--- config.mk ---
export PLATFORM = sky130hd
export DESIGN_NAME = pulse_distance_packet_receiver
export DESIGN_NICKNAME = d
export VERILOG_FILES = /design/src/rtl/pdpr_pkg.sv /design/src/rtl/pdpr_frame.sv /design/src/rtl/pulse_distance_packet_receiver.sv
export SDC_FILE = /design/constraint.sdc
export NUM_CORES = 1
export LEC_CHECK = 0
export ABC_AREA = 1
export BUFFER_PORTS_ARGS = -buffer_cell sky130_fd_sc_hd__buf_4
export CAP_MARGIN = 5
export CORE_UTILIZATION = 25
export DETAILED_ROUTE_END_ITERATION = 16
export PLACE_DENSITY = 0.42
export SLEW_MARGIN = 5
export SYNTH_ARGS = -nofsm -noshare
export SYNTH_HDL_FRONTEND = slang
export SYNTH_SLANG_ARGS = --single-unit
export TNS_END_PERCENT = 50
--- constraint.sdc ---
create_clock -name clk_i -period 7.2 [get_ports clk_i]
set_input_delay 0.72 -clock clk_i [delete_from_list [all_inputs] [get_ports clk_i]]
set_output_delay 0.72 -clock clk_i [all_outputs]
set_load 0.02 [all_outputs]
--- src/rtl/pdpr_pkg.sv ---
// Shared types and constants for the pulse-distance packet receiver.
`default_nettype none

package pdpr_pkg;

  localparam int unsigned WinW  = 8;   // width of a gap window bound
  localparam int unsigned TickW = 10;  // width of the slow-tick counter and its limits
  localparam int unsigned CfgIdxW  = 4;
  localparam int unsigned CfgDataW = 10;
  localparam int unsigned MeasW = 40;  // width of the reported measurement
  localparam int unsigned OutDataW = 48;

  // Configuration register indexes.
  localparam logic [CfgIdxW-1:0] CfgStartLow   = 4'd0;
  localparam logic [CfgIdxW-1:0] CfgStartHigh  = 4'd1;
  localparam logic [CfgIdxW-1:0] CfgOneLow     = 4'd2;
  localparam logic [CfgIdxW-1:0] CfgOneHigh    = 4'd3;
  localparam logic [CfgIdxW-1:0] CfgZeroLow    = 4'd4;
  localparam logic [CfgIdxW-1:0] CfgZeroHigh   = 4'd5;
  localparam logic [CfgIdxW-1:0] CfgWindowTicks = 4'd6;
  localparam logic [CfgIdxW-1:0] CfgBlinkTicks  = 4'd7;

  // Reset values of the configuration registers.
  localparam logic [WinW-1:0]  RstStartLow    = 8'd67;
  localparam logic [WinW-1:0]  RstStartHigh   = 8'd72;
  localparam logic [WinW-1:0]  RstOneLow      = 8'd35;
  localparam logic [WinW-1:0]  RstOneHigh     = 8'd42;
  localparam logic [WinW-1:0]  RstZeroLow     = 8'd17;
  localparam logic [WinW-1:0]  RstZeroHigh    = 8'd24;
  localparam logic [TickW-1:0] RstWindowTicks = 10'd171;
  localparam logic [TickW-1:0] RstBlinkTicks  = 10'd122;

  // Item kinds carried in the input tuser.
  localparam logic KindEdge = 1'b0;
  localparam logic KindTick = 1'b1;

  // Gap windows handed to the framing logic.
  typedef struct packed {
    logic [WinW-1:0] start_low;
    logic [WinW-1:0] start_high;
    logic [WinW-1:0] one_low;
    logic [WinW-1:0] one_high;
    logic [WinW-1:0] zero_low;
    logic [WinW-1:0] zero_high;
  } pdpr_win_t;

  // Confirmation sequencer phases.
  typedef enum logic [4:0] {
    PH_WAIT_FIRST  = 5'b00001,
    PH_FIRST_DONE  = 5'b00010,
    PH_WAIT_SECOND = 5'b00100,
    PH_SECOND_DONE = 5'b01000,
    PH_BLINK       = 5'b10000
  } pdpr_phase_e;

endpackage

`default_nettype wire

--- src/rtl/pdpr_frame.sv ---
// Edge framing: start-gap detection and MSB-first bit assembly.
`default_nettype none

module pdpr_frame import pdpr_pkg::*; #(
  parameter int unsigned PACKET_BITS = 40
) (
  input  wire logic                   clk_i,
  input  wire logic                   rst_ni,
  input  wire logic                   edge_en_i,   // an edge item is accepted
  input  wire logic [WinW-1:0]        interval_i,
  input  wire pdpr_win_t              win_i,
  output logic [PACKET_BITS-1:0]      rx_d_o,      // packet bits after this edge
  output logic                        done_o       // this edge completes a packet
);

  localparam int unsigned BpW  = $clog2(PACKET_BITS + 1);
  localparam int unsigned IdxW = $clog2(PACKET_BITS);
  localparam logic [BpW-1:0]  BpFull  = BpW'(PACKET_BITS);
  localparam logic [IdxW-1:0] IdxTop  = IdxW'(PACKET_BITS - 1);

  logic [BpW-1:0]         bp_q, bp_d;
  logic                   start_q, start_d;
  logic [PACKET_BITS-1:0] rx_q, rx_d;
  logic                   in_start, in_one, in_zero, room;
  logic [IdxW-1:0]        idx;

  assign in_start = (interval_i > win_i.start_low) && (interval_i < win_i.start_high);
  assign in_one   = (interval_i > win_i.one_low)   && (interval_i < win_i.one_high);
  assign in_zero  = (interval_i > win_i.zero_low)  && (interval_i < win_i.zero_high);
  assign room     = start_q && (bp_q < BpFull);
  assign idx      = IdxTop - bp_q[IdxW-1:0];

  always_comb begin
    bp_d    = bp_q;
    start_d = start_q;
    rx_d    = rx_q;
    priority if ((bp_q == '0) && in_start) begin
      start_d = 1'b1;
    end else if (room && in_one) begin
      rx_d[idx] = 1'b1;
      bp_d      = bp_q + 1'b1;
    end else if (room && in_zero) begin
      rx_d[idx] = 1'b0;
      bp_d      = bp_q + 1'b1;
    end else begin
      // any other gap drops the framing; the bits stay as they are
      start_d = 1'b0;
      bp_d    = '0;
    end
  end

  assign rx_d_o = rx_d;
  assign done_o = (bp_d == BpFull);

  always_ff @(posedge clk_i or negedge rst_ni) begin
    if (!rst_ni) begin
      bp_q    <= '0;
      start_q <= 1'b0;
      rx_q    <= '0;
    end else if (edge_en_i) begin
      bp_q    <= bp_d;
      start_q <= start_d;
      rx_q    <= rx_d;
    end
  end

endmodule

`default_nettype wire

--- src/rtl/pulse_distance_packet_receiver.sv ---
// Top level of the pulse-distance packet receiver: config, sequencer, output buffer.
//
//  channel   dir  handshake                  payload
//  s_axis    in   tvalid/tready              tdata[7:0] interval, tuser mode
//  m_axis    out  tvalid/tready              tdata[39:0] measurement, [40] valid,
//                                            [41] indicator, [42] packet_done
//  cfg       in   cfg_we_i                   cfg_idx_i, cfg_data_i
//
//  One item per cycle while tready is high: framing and sequencer update in the
//  accepting cycle and the result is registered into the output register or skid.
//  A two-entry output buffer (output register plus skid) keeps intake open while
//  one result waits; tready drops only when both entries are full.
//  rst_ni clears all but out/skid data asynchronously; config regs take defaults.
`default_nettype none

module pulse_distance_packet_receiver import pdpr_pkg::*; #(
  parameter int unsigned PACKET_BITS = 40,   // 8..64
  parameter int unsigned TICK_LIMIT  = 1000  // 1..1000, slow-tick saturation
) (
  input  wire logic                clk_i,
  input  wire logic                rst_ni,
  // input items
  input  wire logic                s_axis_tvalid,
  output logic                     s_axis_tready,
  input  wire logic [7:0]          s_axis_tdata,   // [7:0] interval
  input  wire logic                s_axis_tuser,   // [0] mode (0 edge, 1 slow tick)
  // result items
  output logic                     m_axis_tvalid,
  input  wire logic                m_axis_tready,
  output logic [OutDataW-1:0]      m_axis_tdata,   // [39:0] measurement,
                                                   // [40] measurement_valid,
                                                   // [41] indicator, [42] packet_done
  // configuration writes
  input  wire logic                cfg_we_i,
  input  wire logic [CfgIdxW-1:0]  cfg_idx_i,
  input  wire logic [CfgDataW-1:0] cfg_data_i
);

  localparam logic [TickW-1:0] TickLimit = TickW'(TICK_LIMIT);

  // ---------------- configuration registers ----------------
  pdpr_win_t        win_q;
  logic [TickW-1:0] window_q, blink_lim_q;

  always_ff @(posedge clk_i or negedge rst_ni) begin
    if (!rst_ni) begin
      win_q.start_low  <= RstStartLow;
      win_q.start_high <= RstStartHigh;
      win_q.one_low    <= RstOneLow;
      win_q.one_high   <= RstOneHigh;
      win_q.zero_low   <= RstZeroLow;
      win_q.zero_high  <= RstZeroHigh;
      window_q         <= RstWindowTicks;
      blink_lim_q      <= RstBlinkTicks;
    end else if (cfg_we_i) begin
      unique case (cfg_idx_i)
        CfgStartLow:    win_q.start_low  <= cfg_data_i[WinW-1:0];
        CfgStartHigh:   win_q.start_high <= cfg_data_i[WinW-1:0];
        CfgOneLow:      win_q.one_low    <= cfg_data_i[WinW-1:0];
        CfgOneHigh:     win_q.one_high   <= cfg_data_i[WinW-1:0];
        CfgZeroLow:     win_q.zero_low   <= cfg_data_i[WinW-1:0];
        CfgZeroHigh:    win_q.zero_high  <= cfg_data_i[WinW-1:0];
        CfgWindowTicks: window_q         <= cfg_data_i[TickW-1:0];
        CfgBlinkTicks:  blink_lim_q      <= cfg_data_i[TickW-1:0];
        default: ;  // indexes past the list are dropped
      endcase
    end
  end

  // ---------------- intake ----------------
  logic in_acc, edge_en, tick_en;
  logic skid_valid_q;

  assign s_axis_tready = !skid_valid_q;
  assign in_acc  = s_axis_tvalid && s_axis_tready;
  assign edge_en = in_acc && (s_axis_tuser == KindEdge);
  assign tick_en = in_acc && (s_axis_tuser == KindTick);

  // ---------------- framing ----------------
  logic [PACKET_BITS-1:0] rx_d;
  logic                   frame_done, done;

  pdpr_frame #(
    .PACKET_BITS (PACKET_BITS)
  ) u_frame (
    .clk_i      (clk_i),
    .rst_ni     (rst_ni),
    .edge_en_i  (edge_en),
    .interval_i (s_axis_tdata),
    .win_i      (win_q),
    .rx_d_o     (rx_d),
    .done_o     (frame_done)
  );

  assign done = edge_en && frame_done;

  // ---------------- confirmation sequencer ----------------
  pdpr_phase_e            phase_q, phase_d, phase_mid;
  logic [TickW-1:0]       tick_q, tick_d;
  logic [PACKET_BITS-1:0] held_q, held_d, acc_q, acc_d;
  logic                   valid_q, valid_d, blink_q, blink_d;

  always_comb begin
    // edge that completes a packet advances the waiting phases
    phase_mid = phase_q;
    if (done) begin
      unique case (phase_q)
        PH_WAIT_FIRST:  phase_mid = PH_FIRST_DONE;
        PH_WAIT_SECOND: phase_mid = PH_SECOND_DONE;
        default: ;
      endcase
    end

    tick_d = tick_q;
    if (tick_en && (tick_q < TickLimit)) begin
      tick_d = tick_q + 1'b1;
    end

    phase_d = phase_mid;
    held_d  = held_q;
    acc_d   = acc_q;
    valid_d = valid_q;
    blink_d = blink_q;
    if (tick_d > window_q) begin
      // window over: restart; a running blink keeps the indicator on
      tick_d  = '0;
      phase_d = PH_WAIT_FIRST;
    end else begin
      unique case (phase_mid)
        PH_FIRST_DONE: begin
          held_d  = rx_d;
          phase_d = PH_WAIT_SECOND;
        end
        PH_SECOND_DONE: begin
          if (held_q == rx_d) begin
            acc_d   = held_q;
            valid_d = 1'b1;
            blink_d = 1'b1;
            phase_d = PH_BLINK;
          end else begin
            phase_d = PH_WAIT_FIRST;
          end
        end
        PH_BLINK: begin
          if (tick_d > blink_lim_q) begin
            blink_d = 1'b0;
            phase_d = PH_WAIT_FIRST;
          end
        end
        default: ;
      endcase
    end
  end

  always_ff @(posedge clk_i or negedge rst_ni) begin
    if (!rst_ni) begin
      phase_q <= PH_WAIT_FIRST;
      tick_q  <= '0;
      held_q  <= '0;
      acc_q   <= '0;
      valid_q <= 1'b0;
      blink_q <= 1'b0;
    end else if (in_acc) begin
      phase_q <= phase_d;
      tick_q  <= tick_d;
      held_q  <= held_d;
      acc_q   <= acc_d;
      valid_q <= valid_d;
      blink_q <= blink_d;
    end
  end

  // ---------------- result formatting ----------------
  logic [63:0]          acc_ext;
  logic [OutDataW-1:0]  res;

  assign acc_ext = 64'(acc_d);
  assign res = {5'b0, done, blink_d, valid_d, acc_ext[MeasW-1:0]};

  // ---------------- output register plus skid ----------------
  logic                out_valid_q;
  logic [OutDataW-1:0] out_data_q, skid_data_q;
  logic                out_take;

  assign out_take = out_valid_q && m_axis_tready;

  always_ff @(posedge clk_i or negedge rst_ni) begin
    if (!rst_ni) begin
      out_valid_q  <= 1'b0;
      skid_valid_q <= 1'b0;
    end else begin
      if (out_take) begin
        out_valid_q  <= skid_valid_q || in_acc;
        skid_valid_q <= 1'b0;
      end else if (in_acc) begin
        out_valid_q  <= 1'b1;
        skid_valid_q <= out_valid_q;
      end
    end
  end

  always_ff @(posedge clk_i) begin
    if (out_take) begin
      out_data_q <= skid_valid_q ? skid_data_q : res;
    end else if (in_acc) begin
      if (out_valid_q) begin
        skid_data_q <= res;
      end else begin
        out_data_q <= res;
      end
    end
  end

  assign m_axis_tvalid = out_valid_q;
  assign m_axis_tdata  = out_data_q;

`ifndef SYNTHESIS
  a_skid_behind_out: assert property (@(posedge clk_i) disable iff (!rst_ni)
    skid_valid_q |-> out_valid_q)
    else $error("skid entry held without output entry");

  a_phase_onehot: assert property (@(posedge clk_i) disable iff (!rst_ni)
    $onehot(phase_q))
    else $error("sequencer phase not one-hot");

  a_blink_phase: assert property (@(posedge clk_i) disable iff (!rst_ni)
    (phase_q == PH_BLINK) |-> blink_q)
    else $error("blink phase without indicator");

  a_blink_needs_valid: assert property (@(posedge clk_i) disable iff (!rst_ni)
    blink_q |-> valid_q)
    else $error("indicator on before any accepted packet");

  a_full_stalls: assert property (@(posedge clk_i) disable iff (!rst_ni)
    (skid_valid_q && !m_axis_tready) |=> skid_valid_q)
    else $error("skid entry lost while output stalled");
`endif

endmodule

`default_nettype wire
==> results of run 1 <==
[worst register-to-register path, cell delays in order (launching register included)]
cell,delay [ns]
dfrtp_1,0.37
inv_1,0.14
nand2_2,0.10
clkinv_1,0.07
nand3_1,0.16
nor4_1,0.35
nand3_1,0.19
nor3_1,0.25
nand2_1,0.11
o21ai_0,0.33
ha_1,0.32
nand2_1,0.09
inv_1,0.05
nand4_1,0.08
o211ai_1,0.08
a21oi_1,0.13
o21ai_0,0.15
o21ai_4,0.09
inv_1,0.06
nor2_1,0.43
nand3_2,0.54
inv_2,0.94
o21ai_0,0.22
[state kept, by name, indices dropped and copies added, names as in the netlist]
name,flops
u_frame.rx_q,40
skid_valid_q,1
valid_q,1
u_frame.bp_q,6
held_q,40
tick_q,10
blink_q,1
phase_q,5
acc_q,40
skid_data_q,43
win_q,48
window_q,10
m_axis_tvalid,1
blink_lim_q,10
m_axis_tdata,43
u_frame.start_q,1
[final timing paths]
check | from | depth (start not counted) | endpoint
max in group asynchronous | rst_ni | 2 | u_frame.rx_q[39]
hold reg to reg | valid_q | 2 | valid_q
min in group clk_i | cfg_data_i[9] | 3 | window_q[9]
hold / removal | rst_ni | 1 | window_q[8]
setup reg to reg | skid_valid_q | 22 | held_q[35]
setup / recovery | skid_valid_q | 22 | held_q[35]
[layout make-up]
cell class | instances | area [µm²]
multi-input cells | 1409 | 6962
flip-flops and latches | 300 | 7970
clock inverters | 16 | 156.4
inverters | 250 | 939.7
fillers | 6843 | 44720
clock buffers | 54 | 1092
repair buffers | 85 | 645.6
well taps | 846 | 1059
[power breakdown]
group	switching, W	internal (W)	leakage [nW]
clock network	0.000766	0.00116	0.617
registers	0.0000995	0.00203	3.51
logic	0.000896	0.000364	4.91
[per-layer routing]
metal  routed length, µm  global-route usage (%)  vias to the layer above
li1                    -                       -                     6662
met1               21610                   18.88                     6251
met2               20990                   23.09                      221
met3                1737                   2.165                       57
met4                 879                   3.737                        0
met5                   0                       0                        -
[metrics by stage]
stage          area, µm²  power (W)  hold slack, ns  std cells
6_report           18820   0.005317          0.2850       2960
5_1_grt            18820   0.005642          0.3501       2960
4_1_cts            18820   0.005418          0.3223       2960
3_5_place_dp       17570   0.003442          0.4588       2890
3_3_place_gp       17570   0.003430          0.4529       2890
2_1_floorplan      16200   0.002933          0.4244       2035
[cells in the final DEF, fill, tap and decap left out, types with 3 or more instances in the layout]
| cell type | n |
|---|---|
| nand2_1 | 711 |
| inv_1 | 241 |
| nand3_1 | 188 |
| dfrtp_1 | 188 |
| o21ai_0 | 148 |
| edfxtp_1 | 86 |
| buf_4 | 84 |
| nor2_1 | 73 |
| ha_1 | 70 |
| nand4_1 | 55 |
| and2_1 | 41 |
| clkbuf_16 | 39 |
| a21oi_1 | 26 |
| dfstp_2 | 26 |
| xor2_1 | 12 |
| nor3_1 | 11 |
| nand2_2 | 11 |
| clkinv_1 | 9 |
| clkbuf_1 | 9 |
| o21ai_1 | 8 |
| o22ai_1 | 8 |
| clkinv_2 | 7 |
| nor2_4 | 6 |
| clkbuf_8 | 6 |
| o21ai_2 | 5 |
| o211ai_1 | 5 |
| conb_1 | 5 |
| inv_2 | 4 |
| nor2_2 | 3 |
| nor4_1 | 3 |
| bufinv_16 | 3 |
[synth_stat cells (2+ instances only)]
cell       count
xor2_1        12
o21bai_1       2
o22ai_1        8
dfstp_2       26
nor3_1        11
nand3_4        2
nand2_1      712
buf_2         17
nand3_1      188
clkinv_1       4
buf_1          4
o211ai_1       5
edfxtp_1      86
dfrtp_1      188
nand4_1       55
inv_2          4
a21oi_1       26
o21ai_0      149
nor2_4         4
a21o_1         2
o2111ai_1      2
buf_6          5
o21ai_2        5
clkbuf_1      41
nor2_1        77
or2_1          2
ha_1          70
nor4_1         3
and2_1        41
nand2_2       10
buf_4          9
o21ai_1        9
inv_1        241
[cells by family after synthesis]
logic type | Yosys count | share of synthesized area (%)
other cells | 1 | 0.02316
buf+inv | 326 | 8.138
fa+ha+maj | 70 | 5.410
simple gates | 1109 | 29.41
compound gates | 213 | 7.133
flops | 300 | 49.23
xor+xnor | 12 | 0.6492
==> impl_metrics.env, run 1 <==
export IMPL_status="completed"
export IMPL_ir_drop_mv=0.1809
export IMPL_ys_types=44
export IMPL_antenna_found_initial=0
export IMPL_cts_max_level=2
export IMPL_initial_core_util_pct=25.48
export IMPL_coreArea_um2=63540
export IMPL_gp_congestion=0.7945
export IMPL_fp_dieW_um=256.5
export IMPL_grt_max_degree=113
export IMPL_cp_max_fo=56
export IMPL_drive_gt1_share_pct=9.745
export IMPL_worst_r2r_setup_slack_ns=1.77
export IMPL_worst_ep_required_time_ns=7.58
export IMPL_finalHoldViolCount=0
export IMPL_dieArea_um2=65780
export IMPL_worstSkewPairLatency_ns=0.55
export IMPL_dieHeight_um=256.5
export IMPL_drt_pass1_iterations=5
export IMPL_crit_slowest_cell="inv_2"
export IMPL_tns_ns=0
export IMPL_period_minus_slack_ns=5.434
export IMPL_grt_overflow=0
export IMPL_fin_nets=2183
export IMPL_drt_iter0_markers=726
export IMPL_crit_family="simple AND/OR/NAND/NOR gates"
export IMPL_cts_root_buffer="clkbuf_16"
export IMPL_p_per_area_nw_per_um2=282.5
export IMPL_post_drt_wl_per_cell_um=15.27
export IMPL_maxCapViolCount=0
export IMPL_yosysWarningCount=0
export IMPL_cts_hold_buf=0
export IMPL_dpl_hpwl_um=29280
export IMPL_max_freq_ghz=0.1840
export IMPL_fin_util_pct=29.63
export IMPL_fin_crit_sh_pct=75.48
export IMPL_synth_edff_count=86
export IMPL_track_usage_pct=13.97
export IMPL_clockBufferDepth=3
export IMPL_cts_tree="yes"
export IMPL_critical_path_buf_inv_count=5
export IMPL_rows=92
export IMPL_syn2layout_area_growth_pct=16.28
export IMPL_io_buffers=72
export IMPL_synth_top_cell_area_share_pct=29.06
export IMPL_postCtsSetupBuffers=0
export IMPL_syn_area_um2=16190
export IMPL_grt_pass1_wl_um=73140
export IMPL_skew_ns=0.01449
export IMPL_slew_headroom_pct=24.00
export IMPL_setup_viol=0
export IMPL_start_kind="register"
export IMPL_cts_buffers=39
export IMPL_rsz0062_at_grt="false"
export IMPL_tightest_slew_ns=1.136
export IMPL_leakage_nw=9.033
export IMPL_synth_seq_cells=300
export IMPL_maxSlewViolCount=0
export IMPL_viasPerCell=4.456
export IMPL_endpoint_kind="register"
export IMPL_synth_area_leader_cell="dfrtp_1"
export IMPL_finalWorstSetupSlack_ns=1.766
export IMPL_drc_errors=0
export IMPL_hold_class="input port to asynchronous set/reset pin"
export IMPL_synth_area_top_cells="dfrtp_1 (29%), nand2_1 (17%), edfxtp_1 (16%)"
export IMPL_worstSetupPathType="register to register"
export IMPL_syn_area_per_cell_um2=7.971
export IMPL_async_reset_ff_share_pct=71.33
export IMPL_cts_resized=0
export IMPL_clk_pin_slew_worst_paths_ns=0.06
export IMPL_vias=13191
export IMPL_diodes=0
export IMPL_netlist_instances=2031
export IMPL_cp_data_arrival_time_ns=5.81
export IMPL_pre_cts_slack_ns=1.484
export IMPL_grt_pass1_vias=13156
export IMPL_io_pins=78
export IMPL_ant_nets=0
export IMPL_wl_um=45210
export IMPL_path_cells="inv_1, nand2_2, clkinv_1, nand3_1, nor4_1, nand3_1, nor3_1, nand2_1, o21ai_0, ha_1, nand2_1, inv_1, nand4_1, o211ai_1, a21oi_1, o21ai_0, o21ai_4, inv_1, nor2_1, nand3_2, inv_2, o21ai_0"
export IMPL_critPathMaxStageDelay_ns=0.92
export IMPL_synth_ff_type="dfrtp_1"
export IMPL_synth_seq_area_share_pct=49.23
export IMPL_cts_sinks=300
No activity file was read; power rests on OpenSTA's default activity.
==> run 2, diff against run 1 <==
--- a/config.mk
+++ b/config.mk
@@ -5,12 +5,12 @@
 export SDC_FILE = /design/constraint.sdc
 export NUM_CORES = 1
 export LEC_CHECK = 0
-export ABC_AREA = 1
+export ABC_AREA = 0
 export BUFFER_PORTS_ARGS = -buffer_cell sky130_fd_sc_hd__buf_4
 export CAP_MARGIN = 5
 export CORE_UTILIZATION = 25
 export DETAILED_ROUTE_END_ITERATION = 16
-export PLACE_DENSITY = 0.42
+export PLACE_DENSITY = 0.44
 export SLEW_MARGIN = 5
 export SYNTH_ARGS = -nofsm -noshare
 export SYNTH_HDL_FRONTEND = slang
==> constraint.sdc (replaced) <==
create_clock -name clk_i -period 4.68 [get_ports clk_i]
set_input_delay 0.468 -clock clk_i [delete_from_list [all_inputs] [get_ports clk_i]]
set_output_delay 0.468 -clock clk_i [all_outputs]
set_load 0.02 [all_outputs]
==> run 2 against run 1 <==
Compared with the run above:
- first-iteration DRC count is 40% higher
- clock power rose by 59%
- die area increased by 2.0%
- via count rose by 1.7%
- maximum frequency up 18%
- synthesized cell count down 24%
- sequential power is 53% higher
- cell count shrank 8.4%
- worst setup slack worse by 1.7 ns
- total power rose by 60%
- largest power group unchanged
==> impl_metrics.env, run 2 <==
export IMPL_ys_types=88
export IMPL_hold_start="m_axis_tready"
export IMPL_ff2ff_path_depth=18
export IMPL_synth_seq_area_share_pct=48.25
export IMPL_leakage_nw=9.334
export IMPL_syn_area_um2=16520
export IMPL_rsz0062_at_grt="true"
export IMPL_drc_errors=0
export IMPL_dieArea_um2=67100
export IMPL_ant_nets=0
export IMPL_synth_area_leader_cell="dfrtp_1"
export IMPL_fp_dieW_um=259.0
export IMPL_rr_startpoint="win_q[25]"
export IMPL_synth_simple_gate_area_share_pct=12.43
export IMPL_fin_nets=1923
export IMPL_synth_edff_count=86
export IMPL_final_cell_mix="buf_4 (283), o21ai_0 (210), dfrtp_1 (188)"
export IMPL_yosysMostFrequentCell="o21ai_0"
export IMPL_cts_root_buffer="clkbuf_16"
export IMPL_largest_register="win_q"
export IMPL_use_met3_pct=2.363
export IMPL_syn_area_per_cell_um2=10.65
export IMPL_drt_iter0_markers=1016
export IMPL_cts_buffers=39
export IMPL_met2_usage_pct=27.95
export IMPL_fin_crit_sh_pct=98.17
export IMPL_hold_ws_ns=0.1293
export IMPL_track_usage_pct=17.24
export IMPL_dieHeight_um=259.0
export IMPL_slew_headroom_pct=31.90
export IMPL_period_minus_slack_ns=4.594
export IMPL_tightest_slew_ns=1.017
export IMPL_p_per_area_nw_per_um2=401.2
export IMPL_synth_area_top_cells="dfrtp_1 (28%), edfxtp_1 (16%), o21ai_0 (6.5%)"
export IMPL_dpl_hpwl_um=43000
export IMPL_holdPathStages=2
export IMPL_diodes=0
export IMPL_coreArea_um2=64810
export IMPL_maxCapViolCount=0
export IMPL_async_reset_ff_share_pct=71.33
export IMPL_cts_tree="yes"
export IMPL_hold_class="input port to register"
export IMPL_r2r_end="m_axis_tdata[28]"
export IMPL_pre_cts_slack_ns=-0.4236
export IMPL_post_drt_wl_per_cell_um=21.78
export IMPL_cts_max_level=2
export IMPL_grt_pass1_vias=13504
export IMPL_dpl_instance_area_um2=19430
export IMPL_cts_sinks=300
export IMPL_netlist_instances=1551
export IMPL_initial_core_util_pct=25.49
export IMPL_synth_top_cell_area_share_pct=28.48
export IMPL_synthAdderAreaFrac_pct=5.302
export IMPL_synth_ff_type="dfrtp_1"
export IMPL_drive_gt1_share_pct=32.81
export IMPL_endpoint_kind="register"
export IMPL_maxSlewViolCount=0
export IMPL_worst_r2r_setup_slack_ns=0.09
export IMPL_wl_um=59040
export IMPL_worstSkewPairLatency_ns=0.59
export IMPL_drt_pass1_iterations=7
export IMPL_top_usage_layer="met2"
export IMPL_cp_max_fo=6
export IMPL_viasPerCell=4.948
export IMPL_syn2layout_area_growth_pct=28.49
export IMPL_gp_congestion=0.9742
export IMPL_worst_ep_required_time_ns=4.99
export IMPL_clockBufferDepth=3
export IMPL_muxShareOfSynthArea_pct=12.09
export IMPL_rows=93
export IMPL_max_freq_ghz=0.2177
export IMPL_use_met1_pct=23.46
export IMPL_setup_viol=0
export IMPL_cp_data_arrival_time_ns=4.91
export IMPL_io_buffers=72
export IMPL_status="completed"
export IMPL_synth_commonest_cells="o21ai_0 (216), dfrtp_1 (188), nand2_1 (146)"
export IMPL_synth_seq_cells=300
export IMPL_worstSetupPathType="register to register"
export IMPL_ir_drop_mv=0.2741
export IMPL_synth_compound_area_share_pct=16.03
export IMPL_yosysWarningCount=0
export IMPL_grt_pass1_wl_um=86980
export IMPL_finalWorstSetupSlack_ns=0.08554
export IMPL_synth_top_family_by_area="compound AO/OA/AOI/OAI gates"
export IMPL_fin_util_pct=32.75
export IMPL_grt_max_degree=84
export IMPL_io_pins=78
export IMPL_final_common_cell="buf_4"
export IMPL_antenna_found_initial=0
export IMPL_skew_ns=0.05087
export IMPL_finalHoldViolCount=0
export IMPL_start_kind="register"
export IMPL_clk_pin_slew_worst_paths_ns=0.06
export IMPL_power_w=0.008515
export IMPL_vias=13413
export IMPL_synthXorXnorAreaFrac_pct=1.379
export IMPL_worstHoldEndpoint="skid_valid_q"
export IMPL_largest_reg_flops=48
export IMPL_fin_area_um2=21220
export IMPL_grt_overflow=0
run 2: changes by cell type after synthesis, sizes merged, moves of 22 or more:
| cell | change |
|---|---|
| nand2 | -574 |
| inv | -156 |
| mux2 | +155 |
| nand3 | -147 |
| o21ai | +55 |
| and2 | -35 |
| nand4 | -25 |
| a21oi | +22 |
| nor2b | +22 |
run 2: cell families after synthesis:
| kind of cell | Yosys count |
|---|---|
| compound gates | 428 |
| xor+xnor | 23 |
| fa+ha+maj | 70 |
| buf+inv | 166 |
| flops | 300 |
| mux | 158 |
| other cells | 1 |
| simple gates | 405 |
run 2: worst max-delay path by stage:
stage,startpoint,endpoint,cells past startpoint
2_1_floorplan,skid_valid_q,m_axis_tdata[0],5
3_3_place_gp,s_axis_tdata[7],acc_q[18],15
3_5_place_dp,s_axis_tdata[1],acc_q[18],16
4_1_cts,win_q[25],acc_q[18],17
5_1_grt,win_q[21],m_axis_tdata[28],20
6_report,win_q[25],m_axis_tdata[28],18
run 2: routing by layer:
layer	routed length, µm	up-vias
met1	26870	6647
met5	0	-
met3	2704	116
li1	-	6269
met2	27450	381
met4	2018	0
run 2: power by group:
group | internal (W) | switching, W | leakage (nW)
clock network | 0.00181 | 0.00125 | 0.636
logic | 0.000902 | 0.00130 | 5.11
registers | 0.00311 | 0.000139 | 3.59
run 2: final cells by class:
cell class / instances / area [µm²]
sequential: 300 / 7970
clock buffer: 50 / 1079
tap: 855 / 1070
inverter: 89 / 334.1
fill: 6627 / 43590
timing repair buffer: 306 / 2475
clock inverter: 22 / 219.0
multi-input combinational: 1089 / 8078
run 2: worst max-delay path, cell delays in order (launching register included):
cell and delay (ns):
dfstp_2 0.54, inv_2 0.05, ha_4 0.26, nand3_4 0.06
o221a_1 0.29, o31ai_4 0.33, and3_4 0.30, buf_6 0.14
buf_4 0.12, a311oi_1 0.09, a41oi_1 0.36, nand4_1 0.21
nor4b_4 0.32, buf_4 0.20, nand4_4 0.22, buf_6 0.21
buf_6 0.12, mux2_4 0.29, mux2_4 0.25
run 2: through the flow:
| stage | TNS (ns) | std cells |
|---|---|---|
| after floorplan | 0 | 1555 |
| after global placement | -34.83 | 2614 |
| after detailed placement | -33.95 | 2614 |
| after CTS | -0.004488 | 2689 |
| after global routing | -0.3420 | 2711 |
| final | 0 | 2711 |
run 2: timing repair:
| item | in CTS | in global routing |
|---|---|---|
| gates cloned | 0 | 4 |
| gates resized for setup | 9 | 53 |
| setup endpoints to repair | 110 | 81 |
| pin swaps | 1 | 19 |
| hold buffers | 1 | 0 |
| buffers inserted | 2 | 18 |
| hold endpoints to repair | 68 | 0 |
==> run 3, diff against run 2 <==
--- a/config.mk
+++ b/config.mk
@@ -8,9 +8,11 @@
 export ABC_AREA = 0
 export BUFFER_PORTS_ARGS = -buffer_cell sky130_fd_sc_hd__buf_4
 export CAP_MARGIN = 5
+export CELL_PAD_IN_SITES_DETAIL_PLACEMENT = 1
+export CELL_PAD_IN_SITES_GLOBAL_PLACEMENT = 1
 export CORE_UTILIZATION = 25
 export DETAILED_ROUTE_END_ITERATION = 16
-export PLACE_DENSITY = 0.44
+export PLACE_DENSITY = 0.51
 export SLEW_MARGIN = 5
 export SYNTH_ARGS = -nofsm -noshare
 export SYNTH_HDL_FRONTEND = slang
==> run 3 against run 2 <==
Compared with the run above:
- routed wire length rose by 3.0%
- clock skew fell by 0.019 ns
- combinational power barely moved
- critical path depth fell by 1
- sequential power barely moved
- register-to-register slack improved by 0.03 ns
- critical path type unchanged
- largest cell class unchanged
- largest power group unchanged
==> impl_metrics.env, run 3 (synthesis gave the netlist of run 2 again) <==
export IMPL_status="completed"
export IMPL_worst_ep_required_time_ns=4.99
export IMPL_drt_pass1_iterations=5
export IMPL_fin_nets=1897
export IMPL_period_minus_slack_ns=4.562
export IMPL_path_cells="inv_1, ha_1, nor2b_1, o211ai_1, a21oi_1, o31a_1, buf_4, o32ai_1, o21ai_0, or4_4, nor4_4, buf_4, nand4_4, buf_12, clkbuf_16, mux2_4, mux2_2"
export IMPL_drc_errors=0
export IMPL_max_freq_ghz=0.2192
export IMPL_num_fill_cells=7199
export IMPL_grt_overflow=0
export IMPL_grt_max_degree=100
export IMPL_dieArea_um2=67100
export IMPL_clockBufferDepth=3
export IMPL_cts_sinks=300
export IMPL_final_cell_mix="buf_4 (261), o21ai_0 (214), dfrtp_1 (188)"
export IMPL_post_drt_wl_per_cell_um=22.65
export IMPL_cp_data_arrival_time_ns=4.87
export IMPL_fin_crit_sh_pct=97.47
export IMPL_tightest_slew_ns=1.180
export IMPL_cts_buffers=38
export IMPL_io_buffers=72
export IMPL_initial_core_util_pct=25.49
export IMPL_fin_cells=2683
export IMPL_fin_util_pct=32.44
export IMPL_diodes=0
export IMPL_final_common_cell="buf_4"
export IMPL_antenna_found_initial=0
export IMPL_maxCapViolCount=0
export IMPL_leakage_nw=9.208
export IMPL_endpoint_kind="register"
export IMPL_fp_dieW_um=259.0
export IMPL_crit_slowest_cell="or4_4"
export IMPL_maxSlewViolCount=0
export IMPL_dieHeight_um=259.0
export IMPL_setup_viol=0
export IMPL_viasPerCell=5.035
export IMPL_cts_max_level=2
export IMPL_largest_reg_flops=48
export IMPL_start_kind="register"
export IMPL_vias=13510
export IMPL_cts_tree="yes"
export IMPL_io_pins=78
export IMPL_crit_path_frequent_cell="buf_4"
export IMPL_critPathMaxStageDelay_ns=0.55
export IMPL_power_w=0.008491
export IMPL_slew_headroom_pct=21.33
export IMPL_dp_cells=2602
export IMPL_finalHoldViolCount=0
export IMPL_track_usage_pct=18.08
export IMPL_skew_ns=0.03197
export IMPL_hold_class="input port to register"
export IMPL_grt_pass1_wl_um=92070
export IMPL_gp_congestion=0.9607
export IMPL_worstSkewPairLatency_ns=0.58
export IMPL_largest_register="win_q"
export IMPL_cts_root_buffer="clkbuf_16"
export IMPL_ir_drop_mv=0.2333
export IMPL_coreArea_um2=64810
export IMPL_crit_family="compound AO/OA/AOI/OAI gates"
export IMPL_syn2layout_area_growth_pct=27.27
export IMPL_ant_nets=0
export IMPL_grt_pass1_vias=14229
export IMPL_rsz0062_at_grt="true"
export IMPL_dpl_hpwl_um=44510
export IMPL_cp_max_fo=9
export IMPL_drt_iter0_markers=892
export IMPL_wl_um=60780
export IMPL_rows=93
export IMPL_drive_gt1_share_pct=31.78
export IMPL_p_per_area_nw_per_um2=403.9
export IMPL_clk_pin_slew_worst_paths_ns=0.06
export IMPL_worstSetupPathType="register to register"
export IMPL_critical_path_buf_inv_count=5
-- run 3: cell count changes in the layout (fill, tap and decap cells not counted), moves of 3 or more --
cell	change
o21ai_1	-5
buf_12	+3
buf_4	-22
clkinv_2	+5
mux2_2	+3
mux2_4	-3
o21ai_0	+4
buf_6	-8
-- run 3: power breakdown --
part	switching [W]	internal [W]	total (W)
Clock	0.00123	0.00181	0.00304
Combinational	0.00132	0.000869	0.00219
Sequential	0.000147	0.00311	0.00326
Total	0.00270	0.00579	0.00849
-- run 3: per-layer routing --
layer  track usage [%]  vias up  share of wire, %
met5                 0        -                 0
met4             5.243        0               2.8
met3             2.216       86               4.1
met2             29.89      272                47
met1             24.64     6930                46
li1                  -     6222                 -
-- run 3: cell type report --
class	count	area, µm²	area share [%]
repair buffers	281	2332	11.09
clock buffers	45	997.2	4.743
multi-input cells	1089	8050	38.29
clock inverters	24	269.0	1.280
inverters	89	334.1	1.589
flip-flops and latches	300	7970	37.91
well taps	855	1070	5.089
-- run 3: through the flow --
| step | TNS, ns | instance area, µm² | hold WS, ns | worst slack [ns] |
|---|---|---|---|---|
| 6_report | 0 | 21020 | 0.1140 | 0.1183 |
| 5_1_grt | -0.6835 | 21020 | 0.1186 | -0.03323 |
| 3_5_place_dp | -21.88 | 19360 | 0.4673 | -0.3364 |
| 2_1_floorplan | 0 | 16530 | 0.1724 | 0.05707 |
| 4_1_cts | 0 | 20660 | 0.08108 | 0.01591 |
| 3_3_place_gp | -33.43 | 19360 | 0.4409 | -0.4316 |
-- run 3: what timing repair did --
action	CTS	global route
hold buffers	1	0
endpoints found under the hold margin	53	0
gates resized for setup	5	41
pin swaps	1	14
setup buffers	1	6
endpoints found under the setup margin	67	115
gates cloned	0	4
-- run 3: path summary, 6_finish.rpt --
path	from	end	slack, ns	depth (start not counted)
worst max-delay path	win_q[41]	m_axis_tdata[32]	0.12	17
min in group asynchronous	rst_ni	blink_lim_q[9]	0.47	2
worst min register to register	valid_q	valid_q	0.47	2
worst min-delay path	m_axis_tready	skid_valid_q	0.11	2
max in group asynchronous	rst_ni	held_q[15]	3.12	3
worst max register to register	win_q[41]	m_axis_tdata[32]	0.12	17
